### src/rtl/msc_pkg.sv
package msc_pkg;

	localparam int MAX_WIDTH  = 512;
	localparam int MAX_HEIGHT = 512;
	localparam int DEPTH      = MAX_WIDTH * MAX_HEIGHT;
	localparam int AW         = $clog2(DEPTH);
	localparam int WW         = $clog2(MAX_WIDTH + 1);
	localparam int HW         = $clog2(MAX_HEIGHT + 1);
	localparam int COLW       = $clog2(MAX_WIDTH);
	localparam int COST_W     = 34;
	localparam int CFG_W      = 10;

	localparam logic [1:0] CLASS_PLAIN = 2'd0;
	localparam logic [1:0] CLASS_RED   = 2'd1;
	localparam logic [1:0] CLASS_GREEN = 2'd2;

	localparam logic [1:0] FROM_MID   = 2'd0;
	localparam logic [1:0] FROM_RIGHT = 2'd1;
	localparam logic [1:0] FROM_LEFT  = 2'd2;

	localparam logic [1:0] REG_WIDTH  = 2'd0;
	localparam logic [1:0] REG_HEIGHT = 2'd1;
	localparam logic [1:0] REG_SEAMS  = 2'd2;

	localparam logic [23:0] SEAM_PIXEL = 24'hFF0000;

	// squared distance of two RGB pixels, max 3*255^2
	function automatic logic [17:0] grad_sq(input logic [23:0] a, input logic [23:0] b);
		logic signed [8:0]  d0, d1, d2;
		logic        [17:0] s;
		d0 = $signed({1'b0, a[23:16]}) - $signed({1'b0, b[23:16]});
		d1 = $signed({1'b0, a[15:8]}) - $signed({1'b0, b[15:8]});
		d2 = $signed({1'b0, a[7:0]}) - $signed({1'b0, b[7:0]});
		s = 18'(unsigned'(17'(d0 * d0))) + 18'(unsigned'(17'(d1 * d1)))
			+ 18'(unsigned'(17'(d2 * d2)));
		return s;
	endfunction

endpackage

### src/rtl/msc_energy.sv
module msc_energy import msc_pkg::*; (
	input  logic                     clk,
	input  logic [1:0]               cls,
	input  logic                     interior,
	input  logic [23:0]              east,
	input  logic [23:0]              west,
	input  logic [23:0]              north,
	input  logic [23:0]              south,
	output logic signed [COST_W-1:0] energy_s1
);

	logic [18:0]              grad;
	logic signed [COST_W-1:0] e;

	always_comb begin
		grad = 19'(grad_sq(east, west)) + 19'(grad_sq(north, south));
		if (cls == CLASS_RED) begin
			e = -COST_W'(999999);
		end else if (cls == CLASS_GREEN) begin
			e = COST_W'(999999);
		end else if (interior) begin
			e = $signed(COST_W'(grad)) - COST_W'(100000);
		end else begin
			e = -COST_W'(100000);
		end
	end

	always_ff @(posedge clk) begin
		energy_s1 <= e;
	end

endmodule

### config.mk
export PLATFORM = sky130hd
export DESIGN_NAME = msc_energy
export DESIGN_NICKNAME = d
export VERILOG_FILES = /design/src/rtl/msc_pkg.sv /design/src/rtl/msc_energy.sv
export SDC_FILE = /design/constraint.sdc
export NUM_CORES = 1
export LEC_CHECK = 0
export BUFFER_PORTS_ARGS = -buffer_cell sky130_fd_sc_hd__buf_2
export CELL_PAD_IN_SITES_DETAIL_PLACEMENT = 0
export CELL_PAD_IN_SITES_GLOBAL_PLACEMENT = 1
export CORE_ASPECT_RATIO = 0.75
export CORE_MARGIN = 4
export CORE_UTILIZATION = 45
export CTS_BUF_LIST = sky130_fd_sc_hd__clkbuf_8
export CTS_CLUSTER_DIAMETER = 40
export DETAILED_ROUTE_END_ITERATION = 6
export GPL_ROUTABILITY_DRIVEN = 0
export HOLD_SLACK_MARGIN = 0.02
export PLACE_DENSITY_LB_ADDON = 0.1
export SYNTH_ARGS = -nofsm -noshare
export SYNTH_HDL_FRONTEND = slang
export SYNTH_SLANG_ARGS = --single-unit
### constraint.sdc
create_clock -name clk -period 10.65 [get_ports clk]
set_clock_uncertainty 0.1 [all_clocks]
set_input_delay 1.065 -clock clk [delete_from_list [all_inputs] [get_ports clk]]
set_output_delay 1.065 -clock clk [all_outputs]
set_load 0.01 [all_outputs]
# Yosys cells after proc, flatten, opt, wreduce, memory -nomap -nowiden
# Index checks and enable logic that the tools add are counted.
# classes
addsub	12
n_mul	6
eq_ne	2
n_mux	2
reduce_logical	1
# op_table
cell	count
multiplier 9 x 9 -> 17 bit	6
two-way mux 34 bit	2
subtractor 8 x 8 -> 9 bit	6
adder 17 x 17 -> 18 bit	2
adder 18 x 17 -> 18 bit	2
subtractor 19 x 17 -> 20 bit, second input constant	1
adder 18 x 18 -> 19 bit	1
equality test 2 x 1 -> 1 bit, second input constant	1
equality test 2 bit, second input constant	1
OR reduction 2 bit	1
# word_totals
reg_bits	34
inputBits	100
out_inout_bits	34

# Depth between registers and ports, before layout
# Gate-level depths: netlist of the first run.
# logic_depth
word_depth	8
mapped_depth	47
mapped_depth_nobuf	47

# Worst setup path after synthesis of the first run
# Ideal clock, no wire load.
# synth_path
path_kind	input-to-reg
start	input east[16]
end	register energy_s1[17]
setup_ns	0.132
arrival_time_ns	9.859
slack_ns	0.558
stages	45
n_path_buf	0
cell_sequence	inv_1 ha_1 inv_1 fa_1 a211oi_1 o21bai_1 a21oi_1 xor2_1 inv_1 nand2_1 inv_1 fa_1 inv_1 fa_1 inv_1 fa_1 fa_1 inv_1 [... 9 more ...] inv_1 ha_1 a21o_1 a21o_1 a2111o_1 a31o_2 a21oi_1 xor2_1 ha_1 inv_1 ha_1 a21oi_1 nand2_1 a31oi_1 nor2b_1 or4_1 nand2_1 a21oi_1
# synth_between
elab_chain_len	8
# synth_rtl
item	line	rtl
from (decl)	msc_energy.sv:5	input logic [23:0] east,
subtractor 8 x 8 -> 9 bit	msc_pkg.sv:31	d0 = $signed({1'b0, a[23:16]}) - $signed({1'b0, b[23:16]});
multiplier 9 x 9 -> 17 bit	msc_pkg.sv:34	s = 18'(unsigned'(17'(d0 * d0))) + 18'(unsigned'(17'(d1 * d1)))
adder 17 x 17 -> 18 bit	msc_pkg.sv:34	
adder 18 x 17 -> 18 bit	msc_pkg.sv:35	+ 18'(unsigned'(17'(d2 * d2)));
adder 18 x 18 -> 19 bit	msc_energy.sv:16	grad = 19'(grad_sq(east, west)) + 19'(grad_sq(north, south));
subtractor 19 x 17 -> 20 bit	msc_energy.sv:22	e = $signed(COST_W'(grad)) - COST_W'(100000);
two-way mux 34 bit	msc_energy.sv:21	end else if (interior) begin
two-way mux 34 bit	msc_energy.sv:19	end else if (cls == CLASS_GREEN) begin
to (signal assigned)	msc_energy.sv:29	energy_s1 <= e;
to (decl)	msc_energy.sv:9	output logic signed [COST_W-1:0] energy_s1
# No other way between the ends.
# A chain may end at the register's enable or synchronous reset.

# Final worst setup path of the first run
# layout_path
start	input east[0]
end	register energy_s1[18]
# layout_between
elab_chain_len	7
# layout_rtl
item	line	rtl
subtractor 8 x 8 -> 9 bit	msc_pkg.sv:33	d2 = $signed({1'b0, a[7:0]}) - $signed({1'b0, b[7:0]});
multiplier 9 x 9 -> 17 bit	msc_pkg.sv:35	
adder 18 x 17 -> 18 bit	msc_pkg.sv:35	
adder 18 x 18 -> 19 bit	msc_energy.sv:16	
subtractor 19 x 17 -> 20 bit	msc_energy.sv:22	
two-way mux 34 bit	msc_energy.sv:21	
two-way mux 34 bit	msc_energy.sv:19	
# No other way between the ends.

==> metrics.txt, run 1 <==
status completed; register area 420 um^2; Synth Area in Compound Gates 10.4%; fin crit share 94.9%; Synth area leaders fa_1 (35%), ha_1 (21%), inv_1 (11%), xnor2_1 (4.6%), nor2_1 (3.5%); vias per inst 4.89; Largest register FFs 21; Die Ht 192 um; vias in the first global route 15600; Slew @ Worst Pin 0.831 ns; Post-CTS Hold Buffers 0; Final Slew Violations 0; worst-case clock buffer depth 2; gr ovfl total 0; CP Launch Type input pin; Worst Path Buf+Inv 8; post-placement cell count 3108; Cell Count, Final, Fillers Out 3114; WL/cell 14.2 um; Total Routing Usage GR 18.8%; Required @ worst endpoint 10.76 ns; Max-cap violations 0; Via Count 15200; adder-cell share of the synthesized area 55.3%; ys async rst share 0%; CP top delay family adder cells; Top reg by flops energy_s1; CTS tree yes; post-synthesis xor/xnor area fraction 7.79%; Hold Violations, Final 0; Post-synth EDFFs 0; full die area 48900 um^2; worst hold endpoint energy_s1[0]$_SDFF_PP1_; IO Pins 134; Clk pin slew, worst setup/hold paths 0.10 ns; multiplexer share of the synthesized area 0.319%; worst hold start cls[1]; most frequent cells after synthesis inv_1 (574), fa_1 (355), ha_1 (335); Routed Antenna Nets 0; Residual DRC 0; Hold WS 1.01 ns; Ys Warns 0; hold path depth 3; Total Routed Length 44200 um; biggest regs energy_s1: 21 flops; Fin Setup TNS 0 ns; Critical Path AT 10.21 ns; multi-input logic area 17900 um^2; CP Max Fanout 4; first-pass GRT wire length 76000 um; Final min period 10.10 ns; antenna violations before repair 0; most used cell, CP inv_1; largest family of logic cells by synthesized area adder cells; hpwl dp 40500 um; First DRT Iteration DRCs 605; final setup fails 0; Tightest Hold Check Type input pin to flop; Site Rows 67; Crit. End Element flop; Synth Flop Type dfxtp_1; Core ar. 44800 um^2; ant diodes 0; final net count 3319; # H-tree levels 1; largest net degree at the start of global routing 21; fmax 99.0 MHz; sequential fraction of the synthesis area 2.06%; layout cell share with drive strength beyond 1 11.6%; Cells after Synth 2374; die width 254 um; Root Buffer clkbuf_8; CTS sink count 21; Post-Synth Simple-Gate Area 12.4%; crit-path max cell delay 0.54 ns; largest area contributor in the netlist fa_1; Worst slew margin 44.5%; Fillers 4403; top cell type's share of synthesized area 34.8%; post-synthesis area per instance 8.60 um^2; Layout Area Growth over Synthesis 9.40%; post-synthesis register bit count 21; syn_nets 3164; Critical Setup Path Class input pin to flop; Pre-antenna DRT Iters 5; starting density of the core 45.6%; Cell Area, Synth 20400 um^2; Synth cell types 70; Slowest-stage cell, CP fa_1; cts bufs inserted 3; count leader, synth inv_1; I/O Buffers 133
-- stage by stage --
stage                     instance area, um^2  util, %  setup slack (ns)
after global placement                  22000     49.2             0.120
after CTS                               22100     49.3             0.257
after global routing                    22300     49.9           -0.0139
after detailed placement                22000     49.2           -0.0198
final                                   22300     49.9             0.548
after floorplan                         20400        -             0.558
-- worst max-delay path by stage --
stage / from / endpoint / slack (ns) / cells after the start
after floorplan: east[16] / energy_s1[17]$_SDFF_PN0_ / 0.56 / 45
after global placement: east[0] / energy_s1[17]$_SDFF_PN0_ / 0.12 / 44
after detailed placement: east[0] / energy_s1[17]$_SDFF_PN0_ / -0.02 / 44
after CTS: east[0] / energy_s1[17]$_SDFF_PN0_ / 0.26 / 44
after global routing: east[16] / energy_s1[18]$_SDFF_PN0_ / -0.01 / 43
final: east[0] / energy_s1[18]$_SDFF_PN0_ / 0.55 / 40
-- cell type report --
cell class / instances / area share [%]
Multi-Input combinational cell: 1734 / 80.0
Inverter: 581 / 9.76
Timing Repair Buffer: 188 / 4.83
Tap cell: 586 / 3.28
Sequential cell: 21 / 1.88
Clock buffer: 3 / 0.185
Clock inverter: 1 / 0.0224
-- cell usage in the layout, fill, tap and decap left out, types with 5 or more instances in the layout --
cell,count
nand3_1,9
nor2b_1,25
ha_1,332
o21bai_1,23
inv_2,5
xor2_1,66
xor2_2,6
dfxtp_1,21
o21a_1,16
nor3_1,23
or3_1,7
nor2_1,191
buf_4,55
nand2b_1,37
fa_1,353
and2_1,34
a31o_2,5
a21o_1,39
xnor2_1,101
a31oi_1,8
a211oi_1,6
a2111oi_2,6
nand2_1,178
a21oi_2,16
o21ai_1,8
xnor2_2,7
inv_1,574
or2_2,11
a21oi_1,84
o21ai_0,39
and3_1,10
buf_2,133
-- logic make-up after synthesis --
group / count (synthesis)
xor gates and xnor gates: 180
AOI/OAI and AO/OA: 306
buffers and inverters: 619
muxes: 6
adders and majority gates: 690
and+or+nand+nor: 552
DFF: 21
-- timing repair --
item | CTS | global route
buffers inserted | 0 | 2
setup endpoints to repair | 0 | 5
resized for setup | 0 | 56
-- per-layer routing --
layer / track usage [%] / wire, um
met1: 31.0 / 24600
met3: 1.12 / 1490
met4: 1.24 / 297
met5: 0 / 0
met2: 28.1 / 17800
Power of run 1 is left out: the tool's default activity adds up to more than one toggle a clock period on the data nets, which glitch-free logic cannot reach.
==> run 2: changes to the inputs <==
--- a/config.mk
+++ b/config.mk
@@ -17,6 +17,7 @@
 export GPL_ROUTABILITY_DRIVEN = 0
 export HOLD_SLACK_MARGIN = 0.02
 export PLACE_DENSITY_LB_ADDON = 0.1
+export REMOVE_ABC_BUFFERS = 1
 export SYNTH_ARGS = -nofsm -noshare
 export SYNTH_HDL_FRONTEND = slang
 export SYNTH_SLANG_ARGS = --single-unit
==> constraint.sdc (replaced) <==
create_clock -name clk -period 8.2 [get_ports clk]
set_clock_uncertainty 0.1 [all_clocks]
set_input_delay 0.82 -clock clk [delete_from_list [all_inputs] [get_ports clk]]
set_output_delay 0.82 -clock clk [all_outputs]
set_load 0.01 [all_outputs]
==> run 2 against run 1 <==
  * The flow now finishes with violations (negative setup slack)
  * Via count is 14% higher
  * Global-route usage is 2.8 points higher
  * Hold slack worse by 0.29 ns
  * Worst setup slack worse by 2.0 ns
  * Sequential share of layout area is 0.36 points lower
  * Non-clock buffer count is 528 higher
  * Critical path depth is 5 higher
  * Die area stayed put
  * First-iteration DRC count is 8.8% higher
  * Largest cell class unchanged
==> metrics.txt, run 2 (synthesized netlist as in run 1, its figures left out) <==
violated checks negative setup slack; Post-CTS Hold Buffers 0; CP Max Fanout 4; gr ovfl total 0; most frequent cells in the layout buf_4 (560), inv_1 (514), fa_1 (335); largest net degree at the start of global routing 21; status finished, violations left; Tightest Hold Check Type input pin to flop; IO Pins 134; CP top delay family adder cells; First DRT Iteration DRCs 658; Max-cap violations 0; Hold Violations, Final 0; Root Buffer clkbuf_8; Site Rows 67; biggest regs energy_s1: 21 flops; most used cell, CP fa_1; design area 27600 um^2; Clk pin slew, worst setup/hold paths 0.09 ns; Worst slew margin 42.3%; Critical Path AT 9.72 ns; Final Slew Violations 0; Crit. End Element flop; unrepaired setup endpoints after global routing true; final net count 3847; Largest register FFs 21; Residual DRC 0; setup ws final -1.47 ns; # H-tree levels 1; CTS tree yes; Worst Path Buf+Inv 12; Slowest-stage cell, CP fa_1; Fin Setup TNS -13.08 ns; vias in the first global route 18500; final setup fails 12; Required @ worst endpoint 8.25 ns; worst hold start cls[1]; Routed Antenna Nets 0; crit-path max cell delay 0.55 ns; full die area 48900 um^2; CP Launch Type input pin; Core ar. 44800 um^2; hpwl dp 44700 um; vias per inst 4.78; Fillers 3879; CTS sink count 21; Via Count 17400; antenna violations before repair 0; Hold WS 0.725 ns; I/O Buffers 133; WL/cell 14.1 um; Critical Setup Path Class input pin to flop; hold path depth 3; first-pass GRT wire length 87300 um; layout cell share with drive strength beyond 1 33.8%; Top reg by flops energy_s1; Layout Area Growth over Synthesis 35.3%; worst-case clock buffer depth 2; Placed Area 25500 um^2; commonest non-fill, non-tap cell in the layout buf_4; fin crit share 118%; Pre-antenna DRT Iters 5; fmax 103 MHz; Final min period 9.67 ns; cts bufs inserted 3; Slew @ Worst Pin 0.865 ns; starting density of the core 45.6%; Total Routing Usage GR 21.5%; ant diodes 0; worst hold endpoint energy_s1[0]$_SDFF_PP1_; die width 254 um; Die Ht 192 um; Total Routed Length 51500 um
## run 2: cell count changes in the layout (fill, tap and decap cells not counted), sizes merged
cell | previous run | this run
clkinv | 3 | 1
inv | 579 | 580
buf | 188 | 716
clkinvlp | 0 | 1
## run 2: final cells by class
type | instances | area, um^2 | area share, %
inverter | 581 | 2190 | 7.93
clock inverter | 1 | 7.51 | 0.0272
multi-input combinational | 1734 | 19100 | 69.0
tap | 586 | 733 | 2.65
timing repair buffer | 716 | 5160 | 18.7
clock buffer | 3 | 41.3 | 0.149
sequential | 21 | 420 | 1.52
## run 2: worst min-delay path: cells and delay by family
kind	cells	cell delay (ns)
fa+ha+maj	1	0.12
simple gates	1	0.04
buf+inv	1	0.10
## run 2: worst max-delay path by stage
stage                     startpoint                       end  slack (ns)  cells past startpoint
after floorplan             east[16]  energy_s1[17]$_SDFF_PN0_       -1.65                     45
after global placement       east[0]  energy_s1[19]$_SDFF_PN0_       -1.97                     44
after detailed placement     east[0]  energy_s1[19]$_SDFF_PN0_       -2.15                     44
after CTS                   east[16]  energy_s1[17]$_SDFF_PN0_       -1.45                     46
after global routing         east[8]  energy_s1[17]$_SDFF_PN0_       -1.83                     47
final                        east[0]  energy_s1[17]$_SDFF_PN0_       -1.47                     45
## run 2: per-stage QoR
stage,std cells,utilization (%),setup slack [ns]
floorplan,2336,-,-1.65
global placement,3568,56.9,-1.97
detailed placement,3568,56.9,-2.15
CTS,3624,59.8,-1.45
global route,3642,61.7,-1.83
finish,3642,61.7,-1.47
## run 2: routing by layer
layer  share of wire, %  GRT usage [%]
met5                  0              0
met4               0.76           1.67
met3                3.5           2.30
met2                 45           34.9
met1                 50           32.7
## run 2: timing repair
item,in CTS,in global routing
setup endpoints to repair,14,14
resized for setup,196,161
setup buffers,54,25
pin swaps,101,134
endpoints found under the hold margin,0,0
Power of run 2 is left out for the same reason.
